==> src/sv/rcmix_pkg.sv <==
// Shared constants, codes and controller/datapath types for the RC pulse mixer.
package rcmix_pkg;

    localparam int CFG_INDEX_W = 3;
    localparam int CFG_DATA_W  = 20;

    // Duty ratio limits in Q0.20.
    localparam logic [16:0] DMIN      = 17'd52429;
    localparam logic [16:0] DMAX      = 17'd104858;
    localparam logic [16:0] DMID      = 17'd78643;
    localparam logic [15:0] DSPAN     = 16'd52429;
    localparam logic [15:0] UP_SPAN   = 16'd26215;  // DMAX - DMID
    localparam logic [15:0] DN_SPAN   = 16'd26214;  // DMID - DMIN
    localparam logic [31:0] HALF_SPAN = 32'd26214;  // rounding term of the 16-bit map

    localparam logic [15:0] THROTTLE_RESET = 16'h7fff;

    localparam logic [5:0] DUTY_STEPS = 6'd17;

    // Configuration register indexes.
    localparam logic [CFG_INDEX_W-1:0] REG_NORMAL_GAIN  = 3'd0;
    localparam logic [CFG_INDEX_W-1:0] REG_BOOSTED_GAIN = 3'd1;
    localparam logic [CFG_INDEX_W-1:0] REG_HIGH_GAIN    = 3'd2;
    localparam logic [CFG_INDEX_W-1:0] REG_BRAKE_GAIN   = 3'd3;
    localparam logic [CFG_INDEX_W-1:0] REG_KNEE         = 3'd4;
    localparam logic [CFG_INDEX_W-1:0] REG_SPEED_LIMIT  = 3'd5;

    typedef enum logic [1:0] {
        CH_THROTTLE = 2'd0,
        CH_STEER    = 2'd1,
        CH_LIMITER  = 2'd2,
        CH_BOOST    = 2'd3
    } chan_t;

    typedef enum logic [3:0] {
        S_IDLE,
        S_START,
        S_DIV_DUTY,
        S_CLAMP,
        S_GAIN,
        S_SCALE,
        S_MAP_LOAD,
        S_MAP_MUL,
        S_MAP_FIX,
        S_APPLY
    } state_t;

    typedef struct packed {
        logic capture;
        logic duty_load;
        logic div_step;
        logic clamp;
        logic gain;
        logic scale;
        logic map_load;
        logic map_mul;
        logic map_fix;
        logic apply;
    } cmd_t;

    typedef struct packed {
        logic period_zero;
        logic div_busy;
        logic switch_chan;
        logic out_free;
    } stat_t;

endpackage

==> src/sv/rc_pwm_throttle_steer_mixer_unit.sv <==
// Top level of the RC pulse mixer: throttle curve, steering map, limiter and boost switches.
//
//   channel   direction  handshake             payload
//   input     in         in_valid / in_stall   channel, high_time, pulse_period
//   output    out        out_valid / out_stall steer_valid, steer_value,
//                                              throttle_valid, throttle_value
//   config    in         cfg_we                cfg_index, cfg_data (no read-back)
//
// Every accepted word yields exactly one output word. The duty ratio comes from
// a 1-bit-per-cycle restoring divider (17 steps); throttle and steering words
// then pass the gain multiply and the 16-bit map (load, multiply and fix-up),
// while the limiter and boost switches, and any word with a zero period, go
// straight to the write-out. The block takes the next word after the write-out.
// Reset (rst_n low, asynchronous) restores the register defaults, the throttle
// command 0x7fff and clears both switches. A stalled output word holds while the
// next input word is already being worked on; only the final write-out waits.
module rc_pwm_throttle_steer_mixer_unit
    import rcmix_pkg::*;
(
    input  logic                   clk,
    input  logic                   rst_n,
    input  logic                   in_valid,
    output logic                   in_stall,
    input  logic [1:0]             channel,
    input  logic [23:0]            high_time,
    input  logic [23:0]            pulse_period,
    input  logic                   cfg_we,
    input  logic [CFG_INDEX_W-1:0] cfg_index,
    input  logic [CFG_DATA_W-1:0]  cfg_data,
    output logic                   out_valid,
    input  logic                   out_stall,
    output logic                   steer_valid,
    output logic [15:0]            steer_value,
    output logic                   throttle_valid,
    output logic [15:0]            throttle_value
);

    cmd_t  cmd;
    stat_t stat;

    // sequencer: one word at a time, advance on datapath status
    rcmix_ctrl u_ctrl (
        .clk      (clk),
        .rst_n    (rst_n),
        .in_valid (in_valid),
        .in_stall (in_stall),
        .stat     (stat),
        .cmd      (cmd)
    );

    // datapath: divider, gain multiply, curve, limiter and output word
    rcmix_dp u_dp (
        .clk            (clk),
        .rst_n          (rst_n),
        .cmd            (cmd),
        .stat           (stat),
        .channel        (channel),
        .high_time      (high_time),
        .pulse_period   (pulse_period),
        .cfg_we         (cfg_we),
        .cfg_index      (cfg_index),
        .cfg_data       (cfg_data),
        .out_valid      (out_valid),
        .out_stall      (out_stall),
        .steer_valid    (steer_valid),
        .steer_value    (steer_value),
        .throttle_valid (throttle_valid),
        .throttle_value (throttle_value)
    );

    // after taking a word the block is busy in the next cycle
    assert property (@(posedge clk) disable iff (!rst_n)
        in_valid && !in_stall |=> in_stall)
        else $error("input taken twice in a row");

    // the sequencer issues at most one datapath command per cycle
    assert property (@(posedge clk) disable iff (!rst_n)
        $onehot0(cmd))
        else $error("overlapping datapath commands");

    // a word without a steering update carries a zero steering value
    assert property (@(posedge clk) disable iff (!rst_n)
        out_valid && !steer_valid |-> steer_value == 16'd0)
        else $error("stale steering value");

    // the final write-out never overruns a stalled output word
    assert property (@(posedge clk) disable iff (!rst_n)
        cmd.apply |-> !(out_valid && out_stall))
        else $error("output word overwritten while stalled");

endmodule

==> src/sv/rcmix_ctrl.sv <==
// Sequencer for the mixer: steps the datapath through divide, curve, map and write-out.
module rcmix_ctrl
    import rcmix_pkg::*;
(
    input  logic  clk,
    input  logic  rst_n,
    input  logic  in_valid,
    output logic  in_stall,
    input  stat_t stat,
    output cmd_t  cmd
);

    state_t state_reg;
    state_t state_next;

    always_ff @(posedge clk or negedge rst_n)
    begin
        if (!rst_n)
        begin
            state_reg <= S_IDLE;
        end
        else
        begin
            state_reg <= state_next;
        end
    end

    always_comb
    begin
        state_next = state_reg;
        cmd        = '0;
        in_stall   = 1'b1;
        case (state_reg)
            S_IDLE:
            begin
                in_stall = 1'b0;
                if (in_valid)
                begin
                    cmd.capture = 1'b1;
                    state_next  = S_START;
                end
            end
            S_START:
            begin
                if (stat.period_zero)
                begin
                    state_next = S_APPLY;
                end
                else
                begin
                    cmd.duty_load = 1'b1;
                    state_next    = S_DIV_DUTY;
                end
            end
            S_DIV_DUTY:
            begin
                if (stat.div_busy)
                begin
                    cmd.div_step = 1'b1;
                end
                else
                begin
                    state_next = S_CLAMP;
                end
            end
            S_CLAMP:
            begin
                cmd.clamp  = 1'b1;
                state_next = stat.switch_chan ? S_APPLY : S_GAIN;
            end
            S_GAIN:
            begin
                cmd.gain   = 1'b1;
                state_next = S_SCALE;
            end
            S_SCALE:
            begin
                cmd.scale  = 1'b1;
                state_next = S_MAP_LOAD;
            end
            S_MAP_LOAD:
            begin
                cmd.map_load = 1'b1;
                state_next   = S_MAP_MUL;
            end
            S_MAP_MUL:
            begin
                cmd.map_mul = 1'b1;
                state_next  = S_MAP_FIX;
            end
            S_MAP_FIX:
            begin
                cmd.map_fix = 1'b1;
                state_next  = S_APPLY;
            end
            S_APPLY:
            begin
                // hold until the output register can take the word
                if (stat.out_free)
                begin
                    cmd.apply  = 1'b1;
                    state_next = S_IDLE;
                end
            end
            default:
            begin
                state_next = S_IDLE;
            end
        endcase
    end

endmodule

==> src/sv/rcmix_dp.sv <==
// Mixer datapath: duty-ratio divider, gain multiplier, 16-bit map, config and output registers.
module rcmix_dp
    import rcmix_pkg::*;
(
    input  logic                   clk,
    input  logic                   rst_n,
    input  cmd_t                   cmd,
    output stat_t                  stat,
    input  logic [1:0]             channel,
    input  logic [23:0]            high_time,
    input  logic [23:0]            pulse_period,
    input  logic                   cfg_we,
    input  logic [CFG_INDEX_W-1:0] cfg_index,
    input  logic [CFG_DATA_W-1:0]  cfg_data,
    output logic                   out_valid,
    input  logic                   out_stall,
    output logic                   steer_valid,
    output logic [15:0]            steer_value,
    output logic                   throttle_valid,
    output logic [15:0]            throttle_value
);

    // configuration
    logic [16:0] normal_gain_reg,  normal_gain_next;
    logic [16:0] boosted_gain_reg, boosted_gain_next;
    logic [16:0] high_gain_reg,    high_gain_next;
    logic [16:0] brake_gain_reg,   brake_gain_next;
    logic [19:0] knee_reg,         knee_next;
    logic [15:0] speed_limit_reg,  speed_limit_next;

    // mixer state
    logic [15:0] throttle_now_reg,     throttle_now_next;
    logic [15:0] throttle_written_reg, throttle_written_next;
    logic        limiter_on_reg,       limiter_on_next;
    logic        boost_on_reg,         boost_on_next;

    // item and working registers
    chan_t       channel_reg, channel_next;
    logic [23:0] high_reg,    high_next;
    logic [23:0] period_reg,  period_next;
    logic        sat_reg,     sat_next;
    logic [23:0] rem_reg,     rem_next;
    logic [31:0] dvd_reg,     dvd_next;
    logic [31:0] quo_reg,     quo_next;
    logic [23:0] divisor_reg, divisor_next;
    logic [5:0]  cnt_reg,     cnt_next;
    logic [16:0] c_reg,       c_next;
    logic [31:0] prod_reg,    prod_next;
    logic [15:0] n_reg,       n_next;

    // output word
    logic        out_valid_reg,      out_valid_next;
    logic        steer_valid_reg,    steer_valid_next;
    logic [15:0] steer_value_reg,    steer_value_next;
    logic        throttle_valid_reg, throttle_valid_next;
    logic [15:0] throttle_value_reg, throttle_value_next;

    // combinational helpers
    logic [24:0] div_trial;
    logic [24:0] div_diff;
    logic        div_ge;
    logic [16:0] quo_duty;
    logic        duty_gt_mid;
    logic        duty_ge_mid;
    logic [16:0] duty_clamped;
    logic        curve_up;
    logic [16:0] excess;
    logic [14:0] excess_narrow;
    logic [16:0] gain_sel;
    logic [15:0] scaled;
    logic [15:0] n_curve;
    logic        work_ok;
    logic [15:0] throttle_cand;
    logic [15:0] throttle_lim;
    logic [16:0] map_est;
    logic [32:0] map_lo;
    logic [32:0] map_hi;
    logic        map_over_hi;
    logic        map_over_lo;

    assign stat.period_zero = (period_reg == 24'd0);
    assign stat.div_busy    = (cnt_reg != 6'd0);
    assign stat.switch_chan = channel_reg inside {CH_LIMITER, CH_BOOST};
    assign stat.out_free    = !out_valid_reg || !out_stall;

    // one quotient bit per step; unless the ratio saturates, the remainder stays below the divisor
    assign div_trial = {rem_reg, dvd_reg[31]};
    assign div_diff  = div_trial - {1'b0, divisor_reg};
    assign div_ge    = (div_trial >= {1'b0, divisor_reg});

    // duty ratio: saturation covers every quotient of 2^17 and above
    assign quo_duty     = quo_reg[16:0];
    assign duty_gt_mid  = sat_reg || (quo_duty > DMID);
    assign duty_ge_mid  = sat_reg || (quo_duty >= DMID);
    assign duty_clamped = sat_reg ? DMAX :
                          (quo_duty < DMIN) ? DMIN :
                          (quo_duty > DMAX) ? DMAX : quo_duty;

    // throttle curve
    assign curve_up      = (c_reg >= DMID);
    assign excess        = curve_up ? (c_reg - DMID) : (DMID - c_reg);
    assign excess_narrow = excess[14:0];

    always_comb
    begin
        if (!curve_up)
        begin
            gain_sel = brake_gain_reg;
        end
        else if ({3'b000, excess} > knee_reg)
        begin
            gain_sel = high_gain_reg;
        end
        else if (boost_on_reg)
        begin
            gain_sel = boosted_gain_reg;
        end
        else
        begin
            gain_sel = normal_gain_reg;
        end
    end

    assign scaled = prod_reg[31:16];

    // offset from DMIN of the curved duty, clamped to the span
    always_comb
    begin
        if (curve_up)
        begin
            n_curve = (scaled > UP_SPAN) ? DSPAN : (DN_SPAN + scaled);
        end
        else
        begin
            n_curve = (scaled > DN_SPAN) ? 16'd0 : (DN_SPAN - scaled);
        end
    end

    // 16-bit map by the constant span: 65535/DSPAN is just under 5/4, so
    // floor(5n/4) lands within one of the rounded quotient; two compares fix it
    assign map_est     = {1'b0, n_reg} + {3'b000, n_reg[15:2]};
    assign map_lo      = {1'b0, prod_reg};
    assign map_hi      = {1'b0, prod_reg} + {17'd0, DSPAN};
    assign map_over_hi = ({1'b0, dvd_reg} < map_hi);
    assign map_over_lo = ({1'b0, dvd_reg} < map_lo);

    assign work_ok       = !stat.period_zero;
    assign throttle_cand = (work_ok && channel_reg == CH_THROTTLE) ? quo_reg[15:0]
                                                                   : throttle_now_reg;
    assign throttle_lim  = (limiter_on_reg && throttle_cand > speed_limit_reg) ?
                           speed_limit_reg : throttle_cand;

    always_comb
    begin
        normal_gain_next      = normal_gain_reg;
        boosted_gain_next     = boosted_gain_reg;
        high_gain_next        = high_gain_reg;
        brake_gain_next       = brake_gain_reg;
        knee_next             = knee_reg;
        speed_limit_next      = speed_limit_reg;
        throttle_now_next     = throttle_now_reg;
        throttle_written_next = throttle_written_reg;
        limiter_on_next       = limiter_on_reg;
        boost_on_next         = boost_on_reg;
        channel_next          = channel_reg;
        high_next             = high_reg;
        period_next           = period_reg;
        sat_next              = sat_reg;
        rem_next              = rem_reg;
        dvd_next              = dvd_reg;
        quo_next              = quo_reg;
        divisor_next          = divisor_reg;
        cnt_next              = cnt_reg;
        c_next                = c_reg;
        prod_next             = prod_reg;
        n_next                = n_reg;
        out_valid_next        = out_valid_reg && out_stall;
        steer_valid_next      = steer_valid_reg;
        steer_value_next      = steer_value_reg;
        throttle_valid_next   = throttle_valid_reg;
        throttle_value_next   = throttle_value_reg;

        if (cfg_we)
        begin
            case (cfg_index)
                REG_NORMAL_GAIN:  normal_gain_next  = cfg_data[16:0];
                REG_BOOSTED_GAIN: boosted_gain_next = cfg_data[16:0];
                REG_HIGH_GAIN:    high_gain_next    = cfg_data[16:0];
                REG_BRAKE_GAIN:   brake_gain_next   = cfg_data[16:0];
                REG_KNEE:         knee_next         = cfg_data[19:0];
                REG_SPEED_LIMIT:  speed_limit_next  = cfg_data[15:0];
                default:          ;
            endcase
        end

        if (cmd.capture)
        begin
            channel_next = chan_t'(channel);
            high_next    = high_time;
            period_next  = pulse_period;
        end

        if (cmd.duty_load)
        begin
            // quotient of 2^17 or more iff high*8 >= period; otherwise only
            // the low 17 quotient bits remain, starting from high*8
            sat_next     = ({high_reg, 3'b000} >= {3'b000, period_reg});
            rem_next     = {high_reg[20:0], 3'b000};
            dvd_next     = 32'd0;
            quo_next     = 32'd0;
            divisor_next = period_reg;
            cnt_next     = DUTY_STEPS;
        end

        if (cmd.map_load)
        begin
            dvd_next = {n_reg, 16'd0} - {16'd0, n_reg} + HALF_SPAN;
            quo_next = {15'd0, map_est};
        end

        if (cmd.map_mul)
        begin
            prod_next = {15'd0, quo_reg[16:0]} * {16'd0, DSPAN};
        end

        if (cmd.map_fix)
        begin
            quo_next = quo_reg + 32'd1 - {31'd0, map_over_hi} - {31'd0, map_over_lo};
        end

        if (cmd.div_step)
        begin
            rem_next = div_ge ? div_diff[23:0] : div_trial[23:0];
            dvd_next = {dvd_reg[30:0], 1'b0};
            quo_next = {quo_reg[30:0], div_ge};
            cnt_next = cnt_reg - 6'd1;
        end

        if (cmd.clamp)
        begin
            c_next = duty_clamped;
            case (channel_reg)
                CH_LIMITER: limiter_on_next = duty_gt_mid;
                CH_BOOST:   boost_on_next   = duty_ge_mid;
                default:    ;
            endcase
        end

        if (cmd.gain)
        begin
            prod_next = {15'd0, gain_sel} * {17'd0, excess_narrow};
        end

        if (cmd.scale)
        begin
            n_next = (channel_reg == CH_THROTTLE) ? n_curve : 16'(c_reg - DMIN);
        end

        if (cmd.apply)
        begin
            throttle_now_next     = throttle_lim;
            throttle_written_next = throttle_lim;
            out_valid_next        = 1'b1;
            steer_valid_next      = work_ok && (channel_reg == CH_STEER);
            steer_value_next      = (work_ok && channel_reg == CH_STEER) ? ~quo_reg[15:0]
                                                                         : 16'd0;
            throttle_valid_next   = (throttle_lim != throttle_written_reg);
            throttle_value_next   = throttle_lim;
        end
    end

    always_ff @(posedge clk or negedge rst_n)
    begin
        if (!rst_n)
        begin
            normal_gain_reg      <= 17'd9830;
            boosted_gain_reg     <= 17'd14746;
            high_gain_reg        <= 17'd13763;
            brake_gain_reg       <= 17'd39322;
            knee_reg             <= 20'd91750;
            speed_limit_reg      <= 16'hffff;
            throttle_now_reg     <= THROTTLE_RESET;
            throttle_written_reg <= THROTTLE_RESET;
            limiter_on_reg       <= 1'b0;
            boost_on_reg         <= 1'b0;
            cnt_reg              <= 6'd0;
            out_valid_reg        <= 1'b0;
        end
        else
        begin
            normal_gain_reg      <= normal_gain_next;
            boosted_gain_reg     <= boosted_gain_next;
            high_gain_reg        <= high_gain_next;
            brake_gain_reg       <= brake_gain_next;
            knee_reg             <= knee_next;
            speed_limit_reg      <= speed_limit_next;
            throttle_now_reg     <= throttle_now_next;
            throttle_written_reg <= throttle_written_next;
            limiter_on_reg       <= limiter_on_next;
            boost_on_reg         <= boost_on_next;
            cnt_reg              <= cnt_next;
            out_valid_reg        <= out_valid_next;
        end
    end

    always_ff @(posedge clk)
    begin
        channel_reg        <= channel_next;
        high_reg           <= high_next;
        period_reg         <= period_next;
        sat_reg            <= sat_next;
        rem_reg            <= rem_next;
        dvd_reg            <= dvd_next;
        quo_reg            <= quo_next;
        divisor_reg        <= divisor_next;
        c_reg              <= c_next;
        prod_reg           <= prod_next;
        n_reg              <= n_next;
        steer_valid_reg    <= steer_valid_next;
        steer_value_reg    <= steer_value_next;
        throttle_valid_reg <= throttle_valid_next;
        throttle_value_reg <= throttle_value_next;
    end

    assign out_valid      = out_valid_reg;
    assign steer_valid    = steer_valid_reg;
    assign steer_value    = steer_value_reg;
    assign throttle_valid = throttle_valid_reg;
    assign throttle_value = throttle_value_reg;

endmodule
==> config.mk <==
export PLATFORM = sky130hd
export DESIGN_NAME = rc_pwm_throttle_steer_mixer_unit
export DESIGN_NICKNAME = d
export VERILOG_FILES = /design/src/sv/rcmix_pkg.sv /design/src/sv/rc_pwm_throttle_steer_mixer_unit.sv /design/src/sv/rcmix_ctrl.sv /design/src/sv/rcmix_dp.sv
export SDC_FILE = /design/constraint.sdc
export NUM_CORES = 2
export LEC_CHECK = 0
export ABC_AREA = 1
export BUFFER_PORTS_ARGS = -buffer_cell sky130_fd_sc_hd__buf_2
export CAP_MARGIN = 0
export CORE_ASPECT_RATIO = 0.75
export CORE_UTILIZATION = 60
export DETAILED_ROUTE_END_ITERATION = 6
export PLACE_DENSITY = 0.77
export REMOVE_ABC_BUFFERS = 1
export SLEW_MARGIN = 20
export SYNTH_ARGS = -nofsm -noshare
export SYNTH_HDL_FRONTEND = slang
export SYNTH_HIERARCHICAL = 1
export SYNTH_SLANG_ARGS = --single-unit
==> constraint.sdc <==
create_clock -name clk -period 15.4 [get_ports clk]
set_clock_uncertainty 0.05 [all_clocks]
set_input_delay 0.77 -clock clk [delete_from_list [all_inputs] [get_ports clk]]
set_output_delay 0.77 -clock clk [all_outputs]
set_load 0.05 [all_outputs]
==> metrics.txt <==
Clock Pin Slew Worst Setup and Hold Paths 0.06 ns; Root Buffer clkbuf_16; simple-gate portion of the synthesized area 0.217; vias post-DR 35100; Crit Path Class flip-flop to flip-flop; Top Ports 114; maximum fanout along the worst path 61; Fill cells 5573; register area 10800 um2; Final period util 0.718; Yosys warnings 6; layout net count 5781; Ant. Diodes 0; fin crit period 11.05 ns; CTS buffer count 41; post-cts sizing count 0; combinational family with the most area after synthesis adder cells; Routed Antenna Nets 0; grt total ovfl 0; R2R Path Start u_dp/c_reg[2]; HP Class input pin to asynchronous set/reset pin; Setup crit end kind flip-flop; Max Freq about 90 MHz; layout cells sized above 1 0.0822; Final Wtd Congestion between 1 and 1.5; H-tree levels 2; Hold Vio Cnt, Final 0; initial antenna violation count 0; first drt pass iteration count 6; vias per std cell 5.97; unrepaired setup endpoints after global routing false; Buffers on Ports 113; DRT iter0 DRCs roughly 4400; Top FF cell, synth edfxtp_1; Die H 224 um; Final HPWL DP 95400 um; Post-Synth XOR/XNOR Area 0.0243; outcome finished, final reports clean; worst-skew pair later-pin latency 0.60 ns; most frequent cells in the layout 963 x nand2_1, 755 x inv_1, 469 x nor2_1, 437 x ha_1, 379 x o21ai_0; wire length of the first global-routing pass 188000 um; Area Growth Syn to Fin 6.76%; mapped cell area approximately 40000 um2; Mapped Cells 4928; CP max-delay cell inv_2; CP Launch Type flip-flop; Die X 299 um; Setup TNS Final 0 ns; CP peak stage delay about 0.56 ns; Final Max Tran Viols 0; Avg Inst Size Synth 8.03 um2; Least-Margin Pin Slew about 1.1 ns; arrival time worst endpoint roughly 11 ns; # setup viols final 0; Post-synth EDFFs about 250; Post-Synth Adder-Cell Area 0.282; clk sinks 380; WP data required 15.66 ns; Critical Path Source u_dp/c_reg[2]; sequential area share after synthesis 0.273; GRT Resource Usage Total 0.363; most common cell after layout, fill and taps aside nand2_1; mux contribution to synthesized area 0.000569; DRC violations left 0; # rows 81; Initial Utilization 0.608; Post-CTS Setup Repair Bufs 0; CTS tree built; WL final 121000 um; post-synthesis compound-gate area fraction 0.111; die footprint ~67000 um2; Max-Slew Margin vs Limit 0.271; Reg2Reg Depth 38; Clock Tree Buf Depth 3; post-synth cell types 70; multi-input gate area in the final layout approximately 25000 um2; Floorplan Core Area 65200 um2; hold buffers post-CTS 0; vias in the first global route 33200; largest net degree at the start of global routing 90; asr flop ratio synth 0.350; wire length per cell 20.6 um; Seq cells post-synth 380; number of max-cap violations 0
-- layout make-up --
class / instances / share of cell area
clock buffer: 51 / 0.0274
clock inverter: 25 / 0.00731
timing repair buffer: 145 / 0.0192
inverter: 781 / 0.0694
tap: 871 / 0.0258
multi-input combinational: 3632 / 0.595
sequential: 380 / 0.256
-- critical path: cells and delay by family, from the launching register on --
kind | cells | cell delay (ns)
fa+ha+maj | 8 | 3.79
flops | 1 | 0.49
buf+inv | 8 | 1.07
simple gates | 10 | 2.34
compound gates | 12 | 3.00
-- per-stage QoR --
stage | util | hold slack [ns] | setup WS, ns | area (um2) | instances
6_report | 0.649 | 0.240 | 4.35 | 42300 | 5885
5_1_grt | 0.649 | 0.286 | 3.64 | 42300 | 5885
4_1_cts | 0.649 | 0.263 | 4.53 | 42300 | 5885
3_5_place_dp | 0.626 | 0.385 | 4.57 | 40800 | 5809
3_3_place_gp | 0.626 | 0.380 | 4.73 | 40800 | 5809
2_1_floorplan | - | 0.376 | 6.36 | 38900 | 4793
-- cell families (layout without fill, tap and decap cells) --
group,after synthesis,after routing
AO/OA/AOI/OAI,800,800
adder cells (fa/ha/maj),722,722
AND/OR/NAND/NOR,1999,1999
flip-flops,380,380
multiplexers,2,2
buffers and inverters,916,1002
XOR/XNOR,109,109
-- path summary, 6_finish.rpt --
path	end	slack, ns
max	u_dp/prod_reg[13]	4.35
min	u_dp/normal_gain_reg[3]	0.24
max reg2reg	u_dp/prod_reg[13]	4.35
min reg2reg	u_dp/divisor_reg[16]	0.40
max in group asynchronous	u_dp/knee_reg[15]	13.94
min in group clk	u_dp/high_reg[22]	0.29
-- metal layers --
metal,vias to the layer above,GRT usage,share of wire
met5,-,0.0144,0.0011
met4,2,0.109,0.030
met3,256,0.104,0.13
met2,1993,0.522,0.41
met1,16600,0.528,0.43
li1,16300,-,-
-- synth_stat cells (10+ instances only) --
cell type,instances,area share
a211oi_1,10,0.0019
a21o_1,17,0.0032
a21oi_1,270,0.034
a31oi_1,23,0.0036
buf_2,28,0.0035
buf_6,18,0.0051
clkbuf_1,80,0.0076
dfrtp_1,62,0.039
dfstp_2,71,0.047
edfxtp_1,246,0.19
fa_1,285,0.14
ha_1,437,0.14
inv_1,758,0.072
inv_2,20,0.0019
nand2_1,963,0.091
nand2_2,23,0.0036
nand2_4,14,0.0040
nand3_1,349,0.044
nand3_2,14,0.0035
nand4_1,50,0.0079
nor2_1,473,0.045
nor3_1,50,0.0063
nor4_1,14,0.0022
o211ai_1,19,0.0036
o21a_1,10,0.0019
o21ai_0,379,0.048
o22ai_1,12,0.0019
or2_2,19,0.0030
xnor2_1,18,0.0040
xor2_1,90,0.020
Power is not shown: default switching activity piles up to over one toggle a cycle in this logic, so the estimate is an artifact.
